File: src/design/lsf_pkg.sv
// ---------------------------------------------------------------------------
// lsf_pkg: shared definitions for the line substring filter
// Constants, codes, result and control structures and small helper
// functions used by the cell row, the result queue and the top level.
// ---------------------------------------------------------------------------
package lsf_pkg;

  // Longest pattern that the cell row can follow, one cell for each byte.
  localparam int MAX_PATTERN   = 32;
  // Pattern bytes held in the configuration registers.
  localparam int PATTERN_BYTES = 32;
  // A line without a newline is closed after this many bytes.
  localparam int LINE_CHUNK    = 1023;

  localparam int PATTERN_LENGTH_W = 6;
  localparam int WORD_W           = 64;
  localparam int WORD_BYTES       = WORD_W / 8;
  localparam int PATTERN_WORDS    = PATTERN_BYTES / WORD_BYTES;
  localparam int CFG_INDEX_W      = 3;
  localparam int COUNT_W          = 32;

  localparam int LEN_W     = $clog2(MAX_PATTERN + 1);
  localparam int LEN_CMP_W = (PATTERN_LENGTH_W > LEN_W) ? PATTERN_LENGTH_W : LEN_W;
  localparam int CHUNK_W   = (LINE_CHUNK > 1) ? $clog2(LINE_CHUNK) : 1;

  // Result queue depth: two beats may be pushed while two are still waiting.
  localparam int QUEUE_DEPTH = 4;
  localparam int QUEUE_CNT_W = $clog2(QUEUE_DEPTH + 1);

  localparam logic [7:0] NEWLINE = 8'h0A;

  typedef enum logic {
    OP_DATA = 1'b0,
    OP_EOF  = 1'b1
  } op_t;

  typedef enum logic {
    KIND_VERDICT = 1'b0,
    KIND_SUMMARY = 1'b1
  } kind_t;

  typedef enum logic [CFG_INDEX_W-1:0] {
    REG_PATTERN_LENGTH = 3'd0,
    REG_PATTERN_LO     = 3'd1,
    REG_PATTERN_MID_LO = 3'd2,
    REG_PATTERN_MID_HI = 3'd3,
    REG_PATTERN_HI     = 3'd4,
    REG_CASE_FOLD      = 3'd5,
    REG_INVERT_SEL     = 3'd6,
    REG_QUIET_MODE     = 3'd7
  } cfg_reg_t;

  typedef struct packed {
    logic               kind;
    logic               selected;
    logic [COUNT_W-1:0] line_number;
    logic [COUNT_W-1:0] selected_total;
    logic               exit_status;
    logic               last;
  } result_t;

  // Beats handed to the result queue in one cycle (none, one or two).
  typedef struct packed {
    logic [1:0] beats;
    result_t    first;
    result_t    second;
  } push_t;

  typedef struct packed {
    logic                   full;
    logic [QUEUE_CNT_W-1:0] level;
  } queue_status_t;

  // Common controls broadcast along the cell row.
  typedef struct packed {
    logic update;
    logic clear;
    logic fold_case;
  } cell_ctl_t;

  function automatic logic [7:0] fold(input logic [7:0] c, input logic fold_en);
    logic [7:0] r;
    r = c;
    if (fold_en && c >= 8'd65 && c <= 8'd90) begin
      r = c + 8'd32;
    end
    return r;
  endfunction

  function automatic logic [COUNT_W-1:0] sat_inc(input logic [COUNT_W-1:0] v);
    return (v == '1) ? v : v + 1'b1;
  endfunction

endpackage

File: src/design/lsf_cell.sv
// ---------------------------------------------------------------------------
// lsf_cell: one position of the shift-and match vector
// Holds one match bit, compares its pattern byte with the current text byte
// and takes the match bit of its left-hand neighbour on every data beat.
// ---------------------------------------------------------------------------
module lsf_cell (
  input  logic                clk,
  input  logic                rst,
  input  lsf_pkg::cell_ctl_t  ctl,
  input  logic [7:0]          data_fold,
  input  logic [7:0]          pattern_byte,
  input  logic                enable,
  input  logic                match_in,
  output logic                match,
  output logic                match_next
);

  logic byte_equal;

  assign byte_equal = (lsf_pkg::fold(pattern_byte, ctl.fold_case) == data_fold);
  assign match_next = match_in & byte_equal & enable;

  always_ff @(posedge clk) begin
    if (rst || ctl.clear) begin
      match <= 1'b0;
    end else if (ctl.update) begin
      match <= match_next;
    end
  end

endmodule

File: src/design/lsf_result_queue.sv
// ---------------------------------------------------------------------------
// lsf_result_queue: short result queue in front of the output channel
// A shifting queue whose head drives the output ports; up to two beats
// enter in a cycle while the head leaves when the receiver takes it.
// ---------------------------------------------------------------------------
module lsf_result_queue (
  input  logic                      clk,
  input  logic                      rst,
  input  lsf_pkg::push_t            push,
  input  logic                      out_stall,
  output logic                      out_valid,
  output lsf_pkg::result_t          head,
  output lsf_pkg::queue_status_t    status
);

  lsf_pkg::result_t                         slots [lsf_pkg::QUEUE_DEPTH];
  lsf_pkg::result_t                         slots_next [lsf_pkg::QUEUE_DEPTH];
  logic [lsf_pkg::QUEUE_CNT_W-1:0]          level;
  logic [lsf_pkg::QUEUE_CNT_W-1:0]          level_next;
  logic [lsf_pkg::QUEUE_CNT_W-1:0]          level_kept;
  logic                                     pop;

  assign out_valid = (level != '0);
  assign head      = slots[0];
  assign pop       = out_valid & ~out_stall;
  assign level_kept = level - lsf_pkg::QUEUE_CNT_W'(pop);
  assign level_next = level_kept + lsf_pkg::QUEUE_CNT_W'(push.beats);

  assign status.level = level;
  assign status.full  = (level > lsf_pkg::QUEUE_CNT_W'(lsf_pkg::QUEUE_DEPTH - 2));

  always_comb begin
    for (int j = 0; j < lsf_pkg::QUEUE_DEPTH; j++) begin
      if (pop && (j + 1 < lsf_pkg::QUEUE_DEPTH)) begin
        slots_next[j] = slots[j + 1];
      end else begin
        slots_next[j] = slots[j];
      end
      if (push.beats != 2'd0 && level_kept == lsf_pkg::QUEUE_CNT_W'(j)) begin
        slots_next[j] = push.first;
      end else if (push.beats == 2'd2 && level_kept + 1'b1 == lsf_pkg::QUEUE_CNT_W'(j)) begin
        slots_next[j] = push.second;
      end
    end
  end

  always_ff @(posedge clk) begin
    if (rst) begin
      level <= '0;
    end else begin
      level <= level_next;
    end
  end

  always_ff @(posedge clk) begin
    for (int j = 0; j < lsf_pkg::QUEUE_DEPTH; j++) begin
      slots[j] <= slots_next[j];
    end
  end

endmodule

File: src/design/line_substring_filter_top.sv
// ---------------------------------------------------------------------------
// line_substring_filter_top: byte-serial substring line filter
// Scans a text stream one byte a beat with a row of shift-and cells, closes
// lines at a newline or a full chunk, and reports verdicts and file totals.
// ---------------------------------------------------------------------------
//
// Channel   Direction  Handshake              Payload
// in        sink       in_valid / in_stall    op, data_byte
// out       source     out_valid / out_stall  kind, selected, line_number,
//                                             selected_total, exit_status, last
// cfg       sink       cfg_wr_en              cfg_index, cfg_data
//
// One input beat is taken every cycle while in_stall is low. The cell row,
// the line bookkeeping and both counters are updated in the cycle the beat
// is accepted, so the rate is one byte per clock while in_stall is low. An
// end of file that closes an open line yields two output beats unless quiet
// mode is set; the four-entry result queue absorbs them, and in_stall rises
// only while the queue holds three or more beats, which only output
// back-pressure causes. Reset is synchronous and clears the match vector,
// line state, counters, the result queue and all configuration registers.
//
module line_substring_filter_top (
  input  logic                              clk,
  input  logic                              rst,
  // Input channel
  input  logic                              in_valid,
  output logic                              in_stall,
  input  logic                              op,
  input  logic [7:0]                        data_byte,
  // Output channel
  output logic                              out_valid,
  input  logic                              out_stall,
  output logic                              kind,
  output logic                              selected,
  output logic [lsf_pkg::COUNT_W-1:0]       line_number,
  output logic [lsf_pkg::COUNT_W-1:0]       selected_total,
  output logic                              exit_status,
  output logic                              last,
  // Configuration write port
  input  logic                              cfg_wr_en,
  input  logic [lsf_pkg::CFG_INDEX_W-1:0]   cfg_index,
  input  logic [lsf_pkg::WORD_W-1:0]        cfg_data
);

  // Configuration registers.
  logic [lsf_pkg::PATTERN_LENGTH_W-1:0]                         pattern_length;
  logic [lsf_pkg::PATTERN_WORDS-1:0][lsf_pkg::WORD_W-1:0]       pattern_words;
  logic                                                         case_fold;
  logic                                                         invert_sel;
  logic                                                         quiet_mode;

  // Line state and counters.
  logic                               line_hit;
  logic                               line_open;
  logic [lsf_pkg::CHUNK_W-1:0]        chunk_length;
  logic [lsf_pkg::COUNT_W-1:0]        line_counter;
  logic [lsf_pkg::COUNT_W-1:0]        selected_counter;

  logic                               in_accept;
  logic                               data_accept;
  logic                               eof_accept;
  logic                               chunk_end;
  logic                               line_end;
  logic                               line_close;
  logic                               new_hit;
  logic                               line_hit_now;
  logic                               line_selected;
  logic [lsf_pkg::COUNT_W-1:0]        line_counter_after;
  logic [lsf_pkg::COUNT_W-1:0]        selected_counter_after;
  logic [lsf_pkg::LEN_CMP_W-1:0]      len_clamped;
  logic [lsf_pkg::LEN_W-1:0]          len_eff;
  logic [7:0]                         data_fold;

  logic [lsf_pkg::MAX_PATTERN-1:0]    match_vector;
  logic [lsf_pkg::MAX_PATTERN-1:0]    match_next;
  logic [lsf_pkg::MAX_PATTERN-1:0]    end_hit;

  lsf_pkg::cell_ctl_t                 cell_ctl;
  lsf_pkg::result_t                   verdict;
  lsf_pkg::result_t                   summary;
  lsf_pkg::result_t                   head;
  lsf_pkg::push_t                     push;
  lsf_pkg::queue_status_t             q_status;

  // -------------------------------------------------------------------------
  // Configuration writes. They take effect from the next data beat and leave
  // the match vector as it stands.
  // -------------------------------------------------------------------------
  always_ff @(posedge clk) begin
    if (rst) begin
      pattern_length <= '0;
      pattern_words  <= '0;
      case_fold      <= 1'b0;
      invert_sel     <= 1'b0;
      quiet_mode     <= 1'b0;
    end else if (cfg_wr_en) begin
      case (lsf_pkg::cfg_reg_t'(cfg_index))
        lsf_pkg::REG_PATTERN_LENGTH: begin
          pattern_length <= cfg_data[lsf_pkg::PATTERN_LENGTH_W-1:0];
        end
        lsf_pkg::REG_PATTERN_LO:     pattern_words[0] <= cfg_data;
        lsf_pkg::REG_PATTERN_MID_LO: pattern_words[1] <= cfg_data;
        lsf_pkg::REG_PATTERN_MID_HI: pattern_words[2] <= cfg_data;
        lsf_pkg::REG_PATTERN_HI:     pattern_words[3] <= cfg_data;
        lsf_pkg::REG_CASE_FOLD:      case_fold  <= cfg_data[0];
        lsf_pkg::REG_INVERT_SEL:     invert_sel <= cfg_data[0];
        lsf_pkg::REG_QUIET_MODE:     quiet_mode <= cfg_data[0];
        default: begin
        end
      endcase
    end
  end

  // A length beyond the cell row is treated as a full-length pattern.
  assign len_clamped = (lsf_pkg::LEN_CMP_W'(pattern_length) >
                        lsf_pkg::LEN_CMP_W'(lsf_pkg::MAX_PATTERN))
                       ? lsf_pkg::LEN_CMP_W'(lsf_pkg::MAX_PATTERN)
                       : lsf_pkg::LEN_CMP_W'(pattern_length);
  assign len_eff = len_clamped[lsf_pkg::LEN_W-1:0];

  // -------------------------------------------------------------------------
  // Handshake and line-end detection.
  // -------------------------------------------------------------------------
  assign in_stall    = q_status.full;
  assign in_accept   = in_valid & ~in_stall;
  assign data_accept = in_accept & (op == lsf_pkg::OP_DATA);
  assign eof_accept  = in_accept & (op == lsf_pkg::OP_EOF);

  // The chunk length never exceeds one less than the chunk size between beats.
  assign chunk_end  = (chunk_length == lsf_pkg::CHUNK_W'(lsf_pkg::LINE_CHUNK - 1));
  assign line_end   = data_accept & ((data_byte == lsf_pkg::NEWLINE) | chunk_end);
  assign line_close = line_end | (eof_accept & line_open);

  assign data_fold = lsf_pkg::fold(data_byte, case_fold);

  assign cell_ctl.update    = data_accept;
  assign cell_ctl.clear     = line_end | eof_accept;
  assign cell_ctl.fold_case = case_fold;

  // -------------------------------------------------------------------------
  // Cell row: cell i follows whether the last i+1 bytes equal the first i+1
  // pattern bytes. Cells past the pattern length are held at zero.
  // -------------------------------------------------------------------------
  for (genvar i = 0; i < lsf_pkg::MAX_PATTERN; i++) begin : g_cell
    logic [7:0] pattern_byte;
    logic       match_in;

    if (i < lsf_pkg::PATTERN_BYTES) begin : g_byte
      assign pattern_byte =
        pattern_words[i / lsf_pkg::WORD_BYTES][(i % lsf_pkg::WORD_BYTES) * 8 +: 8];
    end else begin : g_zero
      assign pattern_byte = 8'h00;
    end

    if (i == 0) begin : g_first
      assign match_in = 1'b1;
    end else begin : g_chain
      assign match_in = match_vector[i - 1];
    end

    lsf_cell u_cell (
      .clk          (clk),
      .rst          (rst),
      .ctl          (cell_ctl),
      .data_fold    (data_fold),
      .pattern_byte (pattern_byte),
      .enable       (lsf_pkg::LEN_W'(i) < len_eff),
      .match_in     (match_in),
      .match        (match_vector[i]),
      .match_next   (match_next[i])
    );

    // Only the cell at the end of the pattern reports a complete match.
    assign end_hit[i] = match_next[i] & (len_eff == lsf_pkg::LEN_W'(i + 1));
  end

  // An empty pattern matches every byte and hence every line.
  assign new_hit      = (len_eff == '0) | (|end_hit);
  assign line_hit_now = data_accept ? (line_hit | new_hit) : line_hit;
  assign line_selected = line_hit_now ^ invert_sel;

  assign line_counter_after     = line_close ? lsf_pkg::sat_inc(line_counter) : line_counter;
  assign selected_counter_after = (line_close && line_selected)
                                  ? lsf_pkg::sat_inc(selected_counter) : selected_counter;

  // -------------------------------------------------------------------------
  // Result beats. A verdict is last unless an end-of-file summary follows it.
  // -------------------------------------------------------------------------
  always_comb begin
    verdict.kind           = lsf_pkg::KIND_VERDICT;
    verdict.selected       = line_selected;
    verdict.line_number    = line_counter_after;
    verdict.selected_total = selected_counter_after;
    verdict.exit_status    = 1'b0;
    verdict.last           = ~eof_accept;

    summary.kind           = lsf_pkg::KIND_SUMMARY;
    summary.selected       = 1'b0;
    summary.line_number    = line_counter_after;
    summary.selected_total = selected_counter_after;
    summary.exit_status    = (selected_counter_after == '0);
    summary.last           = 1'b1;

    push.beats  = 2'd0;
    push.first  = verdict;
    push.second = summary;
    if (eof_accept) begin
      if (line_close && !quiet_mode) begin
        push.beats = 2'd2;
      end else begin
        push.beats = 2'd1;
        push.first = summary;
      end
    end else if (line_end && !quiet_mode) begin
      push.beats = 2'd1;
    end
  end

  // -------------------------------------------------------------------------
  // Line state and counters. End of file starts the next file afresh.
  // -------------------------------------------------------------------------
  always_ff @(posedge clk) begin
    if (rst || eof_accept) begin
      line_hit         <= 1'b0;
      line_open        <= 1'b0;
      chunk_length     <= '0;
      line_counter     <= '0;
      selected_counter <= '0;
    end else if (data_accept) begin
      line_hit         <= line_end ? 1'b0 : line_hit_now;
      line_open        <= ~line_end;
      chunk_length     <= line_end ? '0 : chunk_length + 1'b1;
      line_counter     <= line_counter_after;
      selected_counter <= selected_counter_after;
    end
  end

  lsf_result_queue u_queue (
    .clk       (clk),
    .rst       (rst),
    .push      (push),
    .out_stall (out_stall),
    .out_valid (out_valid),
    .head      (head),
    .status    (q_status)
  );

  assign kind           = head.kind;
  assign selected       = head.selected;
  assign line_number    = head.line_number;
  assign selected_total = head.selected_total;
  assign exit_status    = head.exit_status;
  assign last           = head.last;

  // -------------------------------------------------------------------------
  // Assertions.
  // -------------------------------------------------------------------------
  a_queue_bound: assert property (@(posedge clk) disable iff (rst)
    q_status.level <= lsf_pkg::QUEUE_CNT_W'(lsf_pkg::QUEUE_DEPTH))
    else $error("result queue holds more beats than it has entries");

  a_chunk_bound: assert property (@(posedge clk) disable iff (rst)
    chunk_length < lsf_pkg::CHUNK_W'(lsf_pkg::LINE_CHUNK - 1) || chunk_length ==
    lsf_pkg::CHUNK_W'(lsf_pkg::LINE_CHUNK - 1))
    else $error("chunk length ran past the chunk size");

  a_eof_clears: assert property (@(posedge clk) disable iff (rst)
    eof_accept |=> (line_counter == '0 && selected_counter == '0 && !line_open))
    else $error("end of file did not clear the line state");

  a_summary_status: assert property (@(posedge clk) disable iff (rst)
    (out_valid && kind == lsf_pkg::KIND_SUMMARY) |-> (exit_status == (selected_total == '0)))
    else $error("summary exit status disagrees with its selected total");

endmodule
File: config.mk
export PLATFORM = sky130hd
export DESIGN_NAME = line_substring_filter_top
export DESIGN_NICKNAME = d
export VERILOG_FILES = /design/src/design/lsf_pkg.sv /design/src/design/lsf_cell.sv /design/src/design/lsf_result_queue.sv /design/src/design/line_substring_filter_top.sv
export SDC_FILE = /design/constraint.sdc
export NUM_CORES = 2
export LEC_CHECK = 0
export BUFFER_PORTS_ARGS = -buffer_cell sky130_fd_sc_hd__clkbuf_2
export CAP_MARGIN = 20
export CORE_MARGIN = 10
export CORE_UTILIZATION = 40
export DETAILED_ROUTE_END_ITERATION = 7
export HOLD_SLACK_MARGIN = 0.02
export SYNTH_ARGS = -nofsm -noshare
export SYNTH_HDL_FRONTEND = slang
export SYNTH_SLANG_ARGS = --single-unit
File: constraint.sdc
create_clock -name clk -period 10.3 [get_ports clk]
set_input_delay 1.03 -clock clk [delete_from_list [all_inputs] [get_ports clk]]
set_output_delay 1.03 -clock clk [all_outputs]
set_load 0.02 [all_outputs]
### Word level (Yosys, flattened, before mapping)

Memory sizes are Yosys's and may differ from the RTL's.
Index checks and enable logic that the tools add are counted.

* flip-flop bits (word level): 375
* latch bits: 0
* bits in writable memories: 272
* ROM bits: 0
* input port bits: 81
* output and inout port bits: 70
* logic and storage cells: 532
* memories kept: 1

* $add $sub $neg: 39
* $mul: 0
* divide/modulo/power cells: 0
* $lt $le $gt $ge: 100
* equal/unequal tests: 82
* shift-type cells: 0
* muxes and demuxes: 57
* bitwise gates (word level): 112
* reductions and logical operators: 96

Memories
* u_queue.slots: words 4, bits a word 68, rd ports 4, clocked after Yosys merged registers in 0, wr ports 4, RTL line lsf_result_queue.sv:16 `lsf_pkg::result_t slots [lsf_pkg::QUEUE_DEPTH];`

Operators by type and width (count)
* 68-bit two-way mux: 13
* 8-bit by 6-bit adder with 8-bit output (second input constant): 33
* 8-bit by 7-bit >= comparator with 1-bit output (second input constant): 33
* 8-bit by 7-bit <= comparator with 1-bit output (second input constant): 33
* 8-bit two-way mux: 33
* 8-bit == test: 32
* 32-bit two-way mux: 4
* 1-bit AND: 101
* 6-bit by 5-bit == test with 1-bit output (second input constant): 16
* 5-bit by 6-bit < comparator with 1-bit output (first input constant): 16
* 1-bit logical AND: 77
* 32-bit by 1-bit adder with 32-bit output (second input constant): 2
* 32-bit == test (second input constant): 2
* 6-bit by 4-bit == test with 1-bit output (second input constant): 8
* 4-bit by 6-bit < comparator with 1-bit output (first input constant): 8
* 32-bit zero test: 1
* 32-bit OR reduction: 1
* 6-bit by 3-bit == test with 1-bit output (second input constant): 4
* 3-bit by 6-bit < comparator with 1-bit output (first input constant): 4
* 3-bit by 2-bit == test with 1-bit output (second input constant): 6
* 2-bit AND reduction: 8
* 3-bit == test (second input constant): 4
* 6-bit by 2-bit == test with 1-bit output (second input constant): 2
* 1-bit by 6-bit < comparator with 1-bit output (first input constant): 2
* 26 further kinds: 43

### Logic depth before layout (Yosys ltp)

* depth after elaboration: 19
* gate-level depth with buffers: 20
* mapped depth without buffers: 17

### By module

From an unflattened synthesis, not the netlist that was laid out.

* cell total of the unflattened synthesis: 4236
* area, all modules: 38728.4 um2

Modules (own cells, without submodules)
* line_substring_filter_top: times used 1, cells each 2029, area an instance 15404.8 um2, seq. area each 6826.5 um2
* lsf_result_queue: times used 1, cells each 1215, area an instance 14595.2 um2, seq. area each 8227.9 um2
* lsf_cell: times used 32, cells each 31, area an instance 272.8 um2, seq. area each 20.0 um2

### Least setup slack after synthesis

Ideal clock, no wire load.

* path kind: in2reg
* start: in out_stall
* end: mem u_queue.slots[3][0] (netlist bit) (enable)
* library setup time: 0.595 ns
* arrival time: 7.320 ns
* required time: 9.705 ns
* path slack: 2.384 ns
* cell stages on the path: 9
* path buffers: 0
* cell sequence: nand2b_1 -> inv_1 -> ha_1 -> ha_1 -> xor2_1 -> inv_1 -> ha_1 -> nand2_1 -> o31ai_1

RTL lines
* start, declared: RTL line line_substring_filter_top.sv:32 `input logic out_stall,`
* end, declared: RTL line lsf_result_queue.sv:16

==> run summary <==
Rows = 104
CP delay by family, top = compound AO/OA/AOI/OAI gates
Worst Tran Pin Value = 1.057 ns
H-tree levels = 3
Post-Syn Instances = 3699
Share of the synthesized area in the top cell type = 25.19%
Crit path DAT = 7.28 ns
Vias/cell = 5.452
IO Pins = 151
Post-synthesis cell type count = 86
Drt initial violations = 1986
Drt pass-1 iters = 5
Pins Over Slew Limit = 0
Setup repair bufs after CTS = 0
Ranking of synthesized cells by area = edfxtp_1 25%, dfxtp_1 23%, a21oi_1 8.4%, nand2_1 7.7%, xnor2_1 5.8%
Area grow syn2layout = 12.26%
CTS buffer count = 75
Result of the run = finished, final reports clean
Post-Route WL = 93770 um
Routed len/inst = 19.30 um
Shortest period the worst path allows = 6.826 ns
Die Y = 304.7 um
Yosys reg bits = 647
Net Count, Synth = 3822
CP max FO = 21
YS warnings = 0
Worst path bufs/invs = 3
Routability Congestion = 0.9066
Critical path's slowest cell = a21oi_2
CP required = 10.75 ns
Worst setup path category = primary input to flop
Layout cells sized above 1 = 10.02%
Max-cap viol count = 0
Crit share post-route = 66.27%
Port Buffer Count = 150
Initial antenna violation count = 8
Hold buffer count at cts = 0
Global-route wire length before repair = 147000 um
Placed cell count = 4715
CP max stage delay = 0.72 ns
Worst VDD drop = 0.1177 mV
Relative slew margins = 29.56%
Clk Latency, worst-skew pair = 0.64 ns
Setup crit end kind = flop
Die Span X = 304.7 um
Nets = 3855
Fin. Hold Viols = 0
Vias post-DR = 26490
Main synth FF type = dfxtp_1
Worst-case clock skew = 0.05627 ns
Post-CTS Resized = 0
Area leader, netlist = edfxtp_1
Core area = 80420 um^2
Vias in the first global route = 24830
Final setup fails = 0
Post-Syn Area = 32420 um^2
Cells along the critical path = clkbuf_2, or3_4, o22a_4, a21oi_4, buf_4, xor2_1, nand4_1, o22ai_1, nor4_1, nand4_2, o31a_4, a21oi_2, buf_4, nand4_4, a2111oi_4, nand4_1, o32ai_1
Worst Hold Margin = 0.4570 ns
FMAX = 0.1465 GHz
Die ar. = 92850 um^2
Unrepaired setup endpoints after global routing = false
Worst min-delay path class = flop to flop
Clk slew on worst S/H paths = 0.06 ns
Hpwl dp = 61700 um
Final non-filler cell total = 4859
Pleak = 0.01295 uW
Total grt overflow = 0
Detail Route Antenna Nets = 0
Register area share after synthesis = 48.34%
CP startpoint kind = primary input
Synth async-reset ratio = 0%
Effective utilization at floorplan = 40.32%
CTS max path bufs = 3
Largest net degree at the start of global routing = 91
Drt drc = 0
Root buf cell = clkbuf_16
Post-synth EDFFs = 272
CTS Sinks = 647
CTS tree = done
Setup TNS = 0 ns
Cell area power density = 205.3 nW/um^2
Gr usage total = 19.47%
Syn avg cell area = 8.766 um^2
cell families (layout without fill, tap and decap cells):
| family | after synthesis | after routing | synth area share (%) |
|---|---|---|---|
| AO/OA/AOI/OAI | 848 | 848 | 15.72 |
| buffers and inverters | 362 | 456 | 4.553 |
| adder cells (fa/ha/maj) | 42 | 42 | 1.644 |
| AND/OR/NAND/NOR | 1445 | 1445 | 19.96 |
| XOR/XNOR | 323 | 323 | 8.725 |
| flip-flops | 647 | 647 | 48.34 |
| other | 0 | 6 | 0 |
| multiplexers | 32 | 32 | 1.053 |
final timing paths:
path / endpoint / startpoint / cells after the start / slack [ns]
hold / removal: g_cell[22].u_cell.match$_SDFFE_PP0P_ / g_cell[22].u_cell.match$_SDFFE_PP0P_ / 2 / 0.46
setup / recovery: u_queue.slots[0][1]$_DFFE_PP_ / data_byte[0] / 17 / 3.47
setup reg to reg: u_queue.slots[0][1]$_DFFE_PP_ / case_fold$_SDFFE_PP0P_ / 16 / 4.03
hold reg to reg: g_cell[22].u_cell.match$_SDFFE_PP0P_ / g_cell[22].u_cell.match$_SDFFE_PP0P_ / 2 / 0.46
synth_stat cells (44+ instances only):
master    count
nand2_1     661
xnor2_1     213
a21oi_1     545
clkbuf_1    177
dfxtp_1     375
edfxtp_1    272
o21ai_0      62
xor2_1      110
nor2_1      377
nand3_1      62
nor3_1       44
a22oi_1      45
nand4_1      65
inv_1       130
power by group:
part / leakage (uW) / switching, uW / total (uW) / internal (uW)
Sequential: 0.00563 / 141 / 3440 / 3300
Combinational: 0.00612 / 978 / 1390 / 409
Clock: 0.00120 / 1120 / 2650 / 1530
metal layers:
layer | share of wire (%) | vias to the layer above | GRT usage [%]
li1 | - | 12980 | -
met1 | 44 | 12700 | 25.30
met2 | 49 | 674 | 33.14
met3 | 5.1 | 142 | 3.022
met4 | 2.3 | 4 | 5.405
met5 | 0.029 | - | 0
state kept, by name, summed over array words and instances (netlist names), 3 cells and up:
signal,cells
u_queue.level,3
u_queue.slots,272
selected_counter,32
chunk_length,10
g_cell.pattern_byte,256
pattern_length,6
line_counter,32
g_cell.u_cell.match,31
worst reg2reg max path: stages (launching register included):
cell and delay [ns]:
dfxtp_1 0.31, buf_4 0.49, or4b_4 0.57, and2_4 0.22, nor2_8 0.41, xnor2_1 0.21, nor4_1 0.08, a2111oi_0 0.72
nand2_1 0.10, a31o_2 0.31, o31a_4 0.45, a21oi_2 0.73, buf_4 0.40, nand4_4 0.14, a2111oi_4 0.39, nand4_1 0.23
o32ai_1 0.34
metrics by stage:
step           instance area (um^2)  power (uW)  util (%)  worst slack, ns
6_report                      36400        7472     45.27            3.474
5_1_grt                       36400        7840     45.26            3.205
4_1_cts                       36390        7572     45.25            3.618
3_5_place_dp                  33910        4913     42.17            2.959
3_3_place_gp                  33910        4875     42.17            3.175
2_1_floorplan                 32420        4418         -            2.384
final cells by class:
class	instances	area [um^2]
Tap cell	1060	1326
Antenna cell	6	15.01
Clock inverter	35	374.1
Inverter	131	491.7
Clock buffer	103	2103
Fill cell	7843	44020
Multi-Input combinational cell	2690	15380
Timing Repair Buffer	187	1039
Sequential cell	647	15680
cell usage in the layout, fill, tap and decap left out, types with 22 or more instances in the layout:
master	instances
nor2_1	376
xor2_1	110
nor3_1	44
a31oi_1	24
nand2_1	655
or4_1	39
nand3_1	57
a21oi_1	545
and3_1	34
clkbuf_2	149
a22oi_1	45
inv_1	130
edfxtp_1	272
buf_4	37
o21ai_0	62
o41ai_1	22
or3_1	31
dfxtp_1	375
nor4_1	39
nand4_1	65
clkbuf_16	76
xnor2_1	213
ha_1	41
Note: power is estimated with default switching activity, not from simulation.
